$ cat src/rtl/io_completion_tag_table_assert.svh
// Assertion macros of the tag table RTL, used by the datapath.
`ifndef IO_COMPLETION_TAG_TABLE_ASSERT_SVH
`define IO_COMPLETION_TAG_TABLE_ASSERT_SVH

// Antecedent implies consequent in the same cycle.
`define IOCTT_ASSERT_NOW(lbl, clk, rst_n, ante, cons, msg) \
    lbl: assert property (@(posedge clk) disable iff (!(rst_n)) (ante) |-> (cons)) \
        else $error(msg);

// Antecedent implies consequent in the next cycle.
`define IOCTT_ASSERT_NXT(lbl, clk, rst_n, ante, cons, msg) \
    lbl: assert property (@(posedge clk) disable iff (!(rst_n)) (ante) |=> (cons)) \
        else $error(msg);

`endif

$ cat src/rtl/ioctt_pkg.sv
// Types, constants and helper functions of the I/O completion tag table.
`default_nettype none

package ioctt_pkg;

    localparam int SLOTS    = 256;
    localparam int GRP_SZ   = 16;
    localparam int BIT_IW   = 4;
    localparam int NGRP     = (SLOTS + GRP_SZ - 1) / GRP_SZ;
    localparam int GRP_IW   = (NGRP > 1) ? $clog2(NGRP) : 1;
    localparam int NGRP_P   = 1 << GRP_IW;
    localparam int SLOT_N   = NGRP_P * GRP_SZ;
    localparam int SLOT_W   = GRP_IW + BIT_IW;
    localparam int TAG_W    = 16;
    localparam logic [15:0] BCNT_MAX = 16'd65535;

    localparam logic KIND_ALLOC = 1'b0;
    localparam logic KIND_CPL   = 1'b1;

    typedef enum logic [1:0] {
        ST_NORMAL = 2'd0,
        ST_EOF    = 2'd1,
        ST_ABORT  = 2'd2
    } t_status;

    typedef struct packed {
        logic               kind;
        logic [6:0]         event_flag;
        logic [31:0]        ast_param;
        logic               has_ast;
        logic               has_status;
        logic               is_read;
        logic [TAG_W-1:0]   tag;
        logic signed [31:0] result;
    } t_req;

    typedef struct packed {
        logic [7:0]  granted_tag;
        logic        table_full;
        logic        tag_valid;
        logic        write_status;
        t_status     status_code;
        logic [15:0] byte_count;
        logic [30:0] device_word;
        logic        set_flag;
        logic [6:0]  flag_number;
        logic        call_ast;
        logic [31:0] ast_param_out;
    } t_rsp;

    typedef struct packed {
        logic [6:0]  flag;
        logic [31:0] param;
        logic        ast;
        logic        status;
        logic        rd;
    } t_ctx;

    typedef enum logic [2:0] {
        S_IDLE,
        S_ALLOC_GRP,
        S_ALLOC_BIT,
        S_CPL_READ,
        S_CPL_EVAL,
        S_DONE
    } t_state;

    typedef struct packed {
        logic capture;
        logic grp_load;
        logic alloc_commit;
        logic cpl_eval;
        logic out_load;
    } t_cmd;

    typedef struct packed {
        logic kind;
        logic out_blocked;
    } t_sts;

    function automatic logic [BIT_IW-1:0] lowest_bit(input logic [GRP_SZ-1:0] v);
        logic [BIT_IW-1:0] idx;
        idx = '0;
        for (int i = GRP_SZ - 1; i >= 0; i--) begin
            if (v[i]) begin
                idx = BIT_IW'(i);
            end
        end
        return idx;
    endfunction

    function automatic logic [GRP_IW-1:0] lowest_grp(input logic [NGRP_P-1:0] v);
        logic [GRP_IW-1:0] idx;
        idx = '0;
        for (int i = NGRP_P - 1; i >= 0; i--) begin
            if (v[i]) begin
                idx = GRP_IW'(i);
            end
        end
        return idx;
    endfunction

endpackage

`default_nettype wire

$ cat src/rtl/ioctt_ctrl.sv
// Controller state machine of the I/O completion tag table.
`default_nettype none

module ioctt_ctrl (
    input  wire logic          i_clk,
    input  wire logic          i_rst_n,
    input  wire logic          i_in_valid,
    output logic               o_in_ready,
    input  wire ioctt_pkg::t_sts i_sts,
    output ioctt_pkg::t_cmd    o_cmd
);

    import ioctt_pkg::*;

    t_state r_state;
    t_state n_state;

    always_ff @(posedge i_clk) begin
        if (!i_rst_n) begin
            r_state <= S_IDLE;
        end else begin
            r_state <= n_state;
        end
    end

    always_comb begin
        n_state    = r_state;
        o_cmd      = '0;
        o_in_ready = 1'b0;
        unique case (r_state)
            S_IDLE: begin
                o_in_ready = 1'b1;
                if (i_in_valid) begin
                    o_cmd.capture = 1'b1;
                    n_state = S_DONE;
                    if (i_sts.kind == KIND_CPL) begin
                        n_state = S_CPL_READ;
                    end else begin
                        n_state = S_ALLOC_GRP;
                    end
                end
            end
            S_ALLOC_GRP: begin
                o_cmd.grp_load = 1'b1;
                n_state = S_ALLOC_BIT;
            end
            S_ALLOC_BIT: begin
                o_cmd.alloc_commit = 1'b1;
                n_state = S_DONE;
            end
            S_CPL_READ: begin
                n_state = S_CPL_EVAL;
            end
            S_CPL_EVAL: begin
                o_cmd.cpl_eval = 1'b1;
                n_state = S_DONE;
            end
            S_DONE: begin
                if (!i_sts.out_blocked) begin
                    o_cmd.out_load = 1'b1;
                    n_state = S_IDLE;
                end
            end
            default: begin
                n_state = S_IDLE;
            end
        endcase
    end

endmodule

`default_nettype wire

$ cat config.mk
export PLATFORM = sky130hd
export DESIGN_NAME = ioctt_ctrl
export DESIGN_NICKNAME = d
export VERILOG_FILES = /design/src/rtl/io_completion_tag_table_assert.svh /design/src/rtl/ioctt_pkg.sv /design/src/rtl/ioctt_ctrl.sv
export SDC_FILE = /design/constraint.sdc
export NUM_CORES = 1
export LEC_CHECK = 0
export BUFFER_PORTS_ARGS = -buffer_cell sky130_fd_sc_hd__buf_2
export CAP_MARGIN = 10
export CORE_AREA = 8 8 45 47
export CTS_CLUSTER_DIAMETER = 100
export DETAILED_ROUTE_END_ITERATION = 7
export DIE_AREA = 0 0 53 55
export PLACE_DENSITY = 0.3
export SYNTH_ARGS = -nofsm -noshare
export SYNTH_HDL_FRONTEND = slang
export SYNTH_SLANG_ARGS = --single-unit
$ cat constraint.sdc
create_clock -name i_clk -period 2.1 [get_ports i_clk]
set_input_delay 0 -clock i_clk [delete_from_list [all_inputs] [get_ports i_clk]]
set_output_delay 0 -clock i_clk [all_outputs]
set_load 0.01 [all_outputs]
# Word-level counts from Yosys, hierarchy flattened
# Cells that the tools add are included.
dict set report totals {
  register_bits 3
  out_inout_bits 6
}
dict set report classes {
  eq_ne 7
  muxes 12
  n_reduce_logical 3
}
# operator n
set op_table {}
lappend op_table {{$pmux W3 S5} 1}
lappend op_table {{$mux W1} 8}
lappend op_table {{$eq A3 B2 Y1 const B} 2}
lappend op_table {{$eq A3 B3 Y1 const B} 2}
lappend op_table {{$mux W3} 2}
lappend op_table {{$ne A2 B2 Y1 const B} 2}
lappend op_table {{$eq A3 B1 Y1 const B} 1}
lappend op_table {{$logic_not A3 Y1} 1}
lappend op_table {{$mux W2} 1}
lappend op_table {{$reduce_and A2 Y1} 1}
lappend op_table {{$reduce_or A2 Y1} 1}

# Longest topological paths before layout
# Gate-level depths: netlist of the first run.
dict set report logic_depth {
  depth_word 3
  mapped_depth 3
  ltp_nobuf 3
}

# Least setup slack after synthesis of the first run
# OpenSTA, ideal clock, no wires.
dict set report synth_path {
  path_kind {register -> output}
  startpoint {register r_state[2]}
  endpoint {output port o_cmd[4] (netlist name)}
  arrival_time_ns 0.837
  required_ns 2.100
  slack_ns 1.263
  stages_incl_launch_ff 3
  cell_sequence {dfxtp_1 -> nor3_2 -> and2_1}
}
# item line
set synth_lines {}
lappend synth_lines {{start: declaration} ioctt_ctrl.sv:15} ;# t_state r_state;
lappend synth_lines {{start signal: assignment} ioctt_ctrl.sv:22} ;# r_state <= n_state;
lappend synth_lines {{end: declaration} ioctt_ctrl.sv:10} ;# output ioctt_pkg::t_cmd o_cmd

==> results of run 1 <==
[kinds of logic after synthesis]
| group | count (synthesis) | synth area share (%) |
|---|---|---|
| and+or+nand+nor | 14 | 52.1 |
| AOI/OAI and AO/OA | 3 | 15.1 |
| DFF | 3 | 32.9 |
[layout make-up]
cell class                 instances  area [um^2]
clock buffer                       4         26.3
fill                             165         1100
multi-input combinational         17          123
sequential                         3         60.1
tap                               16         20.0
timing repair buffer              10         50.0
[per-layer routing]
| layer | GRT usage, % | share of wire, % |
|---|---|---|
| met3 | 2.67 | 6.0 |
| met2 | 6.64 | 57 |
| met5 | 0 | 0 |
| met4 | 5.17 | 0 |
| met1 | 2.88 | 37 |
[through the flow]
step	hold slack (ns)	worst slack (ns)	total power, uW	std cells	area, um^2
2_1_floorplan	0.140	1.26	111	20	183
3_5_place_dp	0.278	1.20	135	46	253
6_report	0.0363	1.01	231	50	279
4_1_cts	0.0306	0.989	240	50	279
5_1_grt	0.0353	0.902	250	50	279
3_3_place_gp	0.271	1.19	136	46	253
[path summary, 6_finish.rpt]
kind / cells after the start / from / end
setup / recovery: 3 / r_state[0] / o_cmd[0]
hold / removal: 2 / i_rst_n / r_state[0]
setup reg to reg: 3 / r_state[1] / r_state[2]
hold reg to reg: 1 / r_state[1] / r_state[1]
[power breakdown]
part / switching, uW / internal (uW)
clock: 27.5 / 71.1
combinational: 25.9 / 30.3
sequential: 12.5 / 64.0
total: 65.9 / 165
[placed cells by master, fill, tap and decap left out, drive strengths merged, types with 2 or more instances in the layout]
cell	n
nor3b	2
buf	10
clkbuf	4
dfxtp	3
nor2	4
nand2b	3
[worst register-to-register path: stages, from the launching register on]
cell and delay, ns:
dfxtp_1 0.43, nand2b_2 0.19, nand2b_4 0.12, a21boi_2 0.04
==> flow_summary.toml, run 1 <==
[die]
dieArea_um2 = 2920
die_h_um = 55
die_w_um = 53
initial_core_util_pct = 13.2
core_area_um2 = 1380
ios = 11
rows = 14

[worst_setup_path]
max_stage_delay_ns = 0.43
crit_path_start_kind = "flop"
path_buf_inv = 1
reg2reg_slack_ns = 1.20
arrival_ns = 1.09
cp_slowest_cell = "dfxtp_1"
path_cells = "nand2b_1 -> nor2_1 -> buf_2"
critPathTopFamily = "flip-flops"
required_ns = 2.10
worst-path-max-fanout = 7
critical_path_class = "reg -> out"
cp-end-kind = "primary output"

[logic_synthesis]
synth_edf_count = 0
ys.warnings.count = 0
synth_common_cells = "nor2_1 (4), dfxtp_1 (3), nor3b_1 (2)"
async_flop_share_pct = 0
synth_cell_types = 14
ys_seq_area_share_pct = 32.9
ys_seq_elements = 3
synth_area_leader_cell = "dfxtp_1"
syn_area_um2 = 183
syn_nets = 25
yosysMostFrequentCell = "nor2_1"
synth_top_cell_area_share_pct = 32.9
ys.flop_type = "dfxtp_1"
yosys-top-cells-area = "dfxtp_1 (33%), nor2_1 (8.2%), nor3b_1 (8.2%)"
syn_area_per_cell_um2 = 9.13
synth_cells = 20

[placed_design]
place_hpwl_um = 408
portBuffers = 10
globalplace.congestion = 0.706

[timing]
fin_skew_ns = 0.000793
fin_crit_ns = 1.09
finalHoldViolCount = 0
rsz0062_at_grt = "no"
finalSetupViolCount = 0
finalMaxSlewViolations = 0
worst_slew_pin_slew_ns = 0.270
fin_crit_sh_pct = 51.7
tns_ns = 0
clock.fmax_ghz = 0.921
slew_headroom_pct = 82.0

[global_route]
grt_max_degree = 9
gr-usage-all-layers_pct = 4.09
grt_pass1_wl_um = 800
grt_pass1_vias = 189
antenna_found_initial = 0
grt_overflow = 0

[clock_network]
cts_root_buf = "clkbuf_4"
ctsHoldBuffers = 0
cts_made_buffers = 3
htreeDepth = 1
cts.sinks = 3
clk_latency_ns = 0.23
cts.clk_slew.worst_paths_ns = 0.04
cts_setup_buffers = 0
clk_path_buf_depth = 2
cts_tree = "done"
ctsResizeCount = 0

[layout]
diodes = 0
largest_register = "r_state"
reg_top3 = "r_state (3)"
nets = 40
area_growth_pct = 52.7
largest_reg_flops = 3
fin_util_pct = 20.2
drive_above_1_share_pct = 50.0

[hold_path]
hold_class = "in -> reg"

[power]
max-vdd-ir-drop_mv = 0.255
leakage_uw = 0.000128
p_per_area_nw_per_um2 = 829

[detailed_routing]
vias = 186
drc = 0
drtAntennaViolNets = 0
viasPerCell = 3.72
drtIter0Drc = 4
wl_per_cell_um = 10.0
totalWireLength_um = 500
drtPass1Iterations = 2

[run_status]
status = "completed"

[run]
timing.max_cap.violations = 0
Note: power is estimated with default switching activity, not from simulation.
==> run 2, diff against run 1 <==
==> constraint.sdc (replaced) <==
create_clock -name i_clk -period 1.05 [get_ports i_clk]
set_input_delay 0 -clock i_clk [delete_from_list [all_inputs] [get_ports i_clk]]
set_output_delay 0 -clock i_clk [all_outputs]
set_load 0.01 [all_outputs]
==> run 2 against run 1 <==
Clock-buffer cell count unchanged; highest routed layer unchanged; register-to-register slack got worse by 1.1 ns; final area rose by 13%; final cell count is 2.0% higher; clock skew increased by 0.0015 ns; clock power rose by 110%; hold slack got worse by 0.0092 ns; largest power group unchanged; die area is the same; global-route usage up 0.44 points.
==> flow_summary.toml, run 2 (synthesized netlist as in run 1, its figures left out) <==
[die]
rows = 14
core_area_um2 = 1380
die_w_um = 53
die_h_um = 55
dieArea_um2 = 2920
ios = 11
initial_core_util_pct = 13.2

[worst_setup_path]
critical_path_class = "reg -> out"
crit-reg2reg-launch = "r_state[1]"
max_stage_delay_ns = 0.36
cp-end-kind = "primary output"
worst-path-stages = 3
worst-path-max-fanout = 7
path_cells = "nor3_4 -> and2_1 -> buf_2"
path_buf_inv = 1
critPathTopFamily = "flip-flops"
arrival_ns = 1.03
cp_slowest_cell = "dfxtp_4"
worst_r2r_path_depth = 4
required_ns = 1.05
setup.worst_path.start = "r_state[1]"
crit_path_start_kind = "flop"

[timing]
finalMaxSlewViolations = 0
finalHoldViolCount = 0
whs_ns = 0.0271
slew_headroom_pct = 85.8
postLayoutSetupSlackWorst_ns = 0.0244
fin_skew_ns = 0.00227
rsz0062_at_grt = "yes"
finalSetupViolCount = 0
clock.fmax_ghz = 0.975
fin_crit_ns = 1.03
fin_crit_sh_pct = 97.7
worst_slew_pin_slew_ns = 0.209

[detailed_routing]
wl_per_cell_um = 10.8
drc = 0
drtIter0Drc = 3
vias = 195
totalWireLength_um = 551
drtPass1Iterations = 2
viasPerCell = 3.82
drtAntennaViolNets = 0

[clock_network]
clk_path_buf_depth = 2
cts_made_buffers = 3
cts_tree = "done"
clk_latency_ns = 0.23
cts.sinks = 3
cts.clk_slew.worst_paths_ns = 0.04
cts_root_buf = "clkbuf_4"
htreeDepth = 1

[layout]
final.fill_count = 169
diodes = 0
layout_common_cells = "buf_2 (10), nor2_1 (3), clkbuf_4 (3)"
largest_reg_flops = 3
drive_above_1_share_pct = 68.6
fin_util_pct = 22.9
reg_top3 = "r_state (3)"
nets = 41
area_growth_pct = 73.3
final_common_cell = "buf_2"
largest_register = "r_state"

[run_status]
status = "completed"

[global_route]
gr-usage-all-layers_pct = 4.53
grt_pass1_wl_um = 883
grt_pass1_vias = 205
grt_max_degree = 9
grt_overflow = 0
use_met2_pct = 5.66
use_met3_pct = 2.94
busiest_layer = "met4"
use_met1_pct = 4.25
antenna_found_initial = 0

[run]
timing.max_cap.violations = 0

[hold_path]
min_path_cells = 2
hold_class = "in -> reg"
hold_start = "i_rst_n"

[power]
total_power_uw = 501
max-vdd-ir-drop_mv = 0.447
leakage_uw = 0.000146
p_per_area_nw_per_um2 = 1580

[placed_design]
portBuffers = 10
preCtsSetupSlack_ns = 0.146
globalplace.congestion = 0.659
## run 2: where the power goes
group / internal (uW) / switching [uW]
sequential: 131 / 34.0
combinational: 75.3 / 55.3
clock: 143 / 62.7
total: 349 / 152
## run 2: worst paths after layout
kind / end / slack, ns
max: o_cmd[4] / 0.02
min: r_state[0] / 0.03
max reg2reg: r_state[0] / 0.08
min reg2reg: r_state[1] / 0.54
## run 2: area by class of cell
cell class                      count  area, um^2  share of cell area (%)
Multi-Input combinational cell     17         144                    45.5
Sequential cell                     3        68.8                    21.7
Timing Repair Buffer               11        57.6                    18.2
Clock buffer                        4        26.3                    8.30
Tap cell                           16        20.0                    6.32
## run 2: worst reg2reg max path, cell delays in order, from the launching register on
cell	delay, ns
dfxtp_4	0.36
buf_4	0.14
nor2_1	0.09
nor2_1	0.05
o2111a_1	0.22
## run 2: repair_timing
action | CTS | global route
buffers inserted | 1 | 0
pin swaps | 2 | 2
hold endpoints to repair | 0 | 0
gates resized for setup | 4 | 5
hold buffers | 0 | 0
endpoints found under the setup margin | 5 | 4
## run 2: per-stage QoR
stage                TNS, ns  cells  instance area [um^2]
finish                     0     51                   317
global placement           0     46                   253
CTS                 -0.00226     51                   293
floorplan                  0     20                   183
global route          -0.109     51                   317
detailed placement         0     46                   253
## run 2: per-layer routing
metal  part of all wire [%]  vias to the layer above
li1                       -                       99
met1                     39                       92
met2                     54                        4
met3                    6.7                        0
met4                      0                        0
met5                      0                        -
==> run 3, diff against run 2 <==
==> constraint.sdc (replaced) <==
create_clock -name i_clk -period 1.05 [get_ports i_clk]
set_input_delay 0 -clock i_clk [delete_from_list [all_inputs] [get_ports i_clk]]
set_output_delay 0 -clock i_clk [all_outputs]
set_load 0.05 [all_outputs]
==> run 3 against run 2 <==
The run now ends with setup timing left; wire length increased by 6.9%; via count up 14%; die area stayed put; fmax decreased by 4.4%; combinational power increased to 2.5 times the previous value; clock-buffer cell count did not move; register-to-register slack worse by 0.04 ns; clock skew decreased by 0.0021 ns; hold slack better by 0.011 ns; critical endpoint unchanged; highest routed layer unchanged.
==> flow_summary.toml, run 3 (synthesized netlist as in run 1, its figures left out) <==
[timing]
fin_crit_ns = 1.07
slew_headroom_pct = 84.8
finalSetupViolCount = 4
clock.fmax_ghz = 0.932
postLayoutSetupSlackWorst_ns = -0.0233
finalMaxSlewViolations = 0
finalHoldViolCount = 0
fin_crit_sh_pct = 102
fin_skew_ns = 0.000179
whs_ns = 0.0380
worst_slew_pin_slew_ns = 0.224
rsz0062_at_grt = "yes"

[worst_setup_path]
required_ns = 1.05
r2r_end = "r_state[2]"
crit_end = "o_cmd[4]"
cp-end-kind = "primary output"
crit_path_start_kind = "flop"
crit-reg2reg-launch = "r_state[2]"
arrival_ns = 1.07
reg2reg_slack_ns = 0.04
setup.worst_path.start = "r_state[2]"
critical_path_class = "reg -> out"
worst-path-max-fanout = 4
worst_r2r_path_depth = 4

[detailed_routing]
vias = 223
drtIter0Drc = 3
drtAntennaViolNets = 0
wl_per_cell_um = 10.5
drtPass1Iterations = 2
drc = 0
totalWireLength_um = 589
viasPerCell = 3.98

[power]
netSwitchingFraction_pct = 37.7
max-vdd-ir-drop_mv = 0.589
internal-power_uw = 429
p_per_area_nw_per_um2 = 1570
combPwrFrac_pct = 48.1
p_sw_uw = 260
p_seq_share_pct = 23.3
total_power_uw = 689
leakage_uw = 0.000188
p_clk_share_pct = 28.7

[clock_network]
cts_tree = "done"
cts_made_buffers = 3
clk_path_buf_depth = 2
cts_root_buf = "clkbuf_4"
clk_latency_ns = 0.23
cts.clk_slew.worst_paths_ns = 0.04
htreeDepth = 1
ctsHoldBuffers = 0
cts.sinks = 3

[die]
die_h_um = 55
dieArea_um2 = 2920
ios = 11
die_w_um = 53
initial_core_util_pct = 13.2
core_area_um2 = 1380
rows = 14

[run_status]
violations = "setup timing"
status = "complete, but fails checks"

[hold_path]
hold_class = "in -> reg"

[global_route]
antenna_found_initial = 0
grt_max_degree = 9
grt_pass1_vias = 237
grt_pass1_wl_um = 945
grt_overflow = 0
gr-usage-all-layers_pct = 4.48

[layout]
reg_top3 = "r_state (3)"
final_common_cell = "buf_6"
nets = 46
largest_reg_flops = 3
drive_above_1_share_pct = 80.0
largest_register = "r_state"
layout_common_cells = "buf_6 (6), clkbuf_4 (4), buf_2 (4), buf_4 (4)"
diodes = 0
area_growth_pct = 140
final_cell_area_um2 = 439

[placed_design]
place_hpwl_um = 458
portBuffers = 10
dpl-instance-area_um2 = 304
globalplace.congestion = 0.609

[run]
timing.max_cap.violations = 0
[run 3: power groups by stage]
stage / registers, uW / clock network [uW] / logic (uW)
after global routing: 165 / 222 / 350
after global placement: 158 / 0 / 244
after floorplan: 158 / 0 / 177
final: 160 / 198 / 331
after CTS: 159 / 214 / 317
after detailed placement: 158 / 0 / 245
[run 3: cell type report]
class | instances | area [um^2]
fillers | 155 | 945
multi-input cells | 17 | 181
repair buffers | 16 | 140
flip-flops and latches | 3 | 71.3
clock buffers | 4 | 26.3
well taps | 16 | 20.0
[run 3: routing by layer]
metal  share of wire (%)  track usage (%)
met1                  37             4.70
met2                  54             6.84
met3                 8.3             1.87
met4                   0             3.88
met5                   0                0
[run 3: repair_timing]
action                                 CTS  global route
endpoints found under the hold margin    0             0
pin swaps                                4             1
buffers inserted                         3             0
setup endpoints to repair                6             8
cloned                                   0             0
gates resized for setup                 22             3
[run 3: worst max-delay path: stages, from the launching register on]
cell	delay (ns)
dfxtp_4	0.35
nor3_4	0.19
and2_4	0.17
buf_8	0.14
[run 3: worst min-delay path by stage]
stage               slack [ns]    endpoint  cells after the start     from
detailed placement        0.29  r_state[2]                      2  i_rst_n
floorplan                 0.14  r_state[0]                      1  i_rst_n
global placement          0.28  r_state[2]                      2  i_rst_n
global route              0.04  r_state[0]                      2  i_rst_n
finish                    0.04  r_state[0]                      2  i_rst_n
CTS                       0.03  r_state[0]                      2  i_rst_n
[run 3: stage by stage]
step	instances	setup WS (ns)	utilization [%]	setup TNS (ns)
final	56	-0.0233	31.7	-0.0642
after global routing	56	-0.0719	31.7	-0.361
after CTS	56	-0.0389	30.7	-0.150
after detailed placement	49	0.0117	22.0	0
after global placement	49	0.0232	22.0	0
after floorplan	20	-0.157	-	-0.397
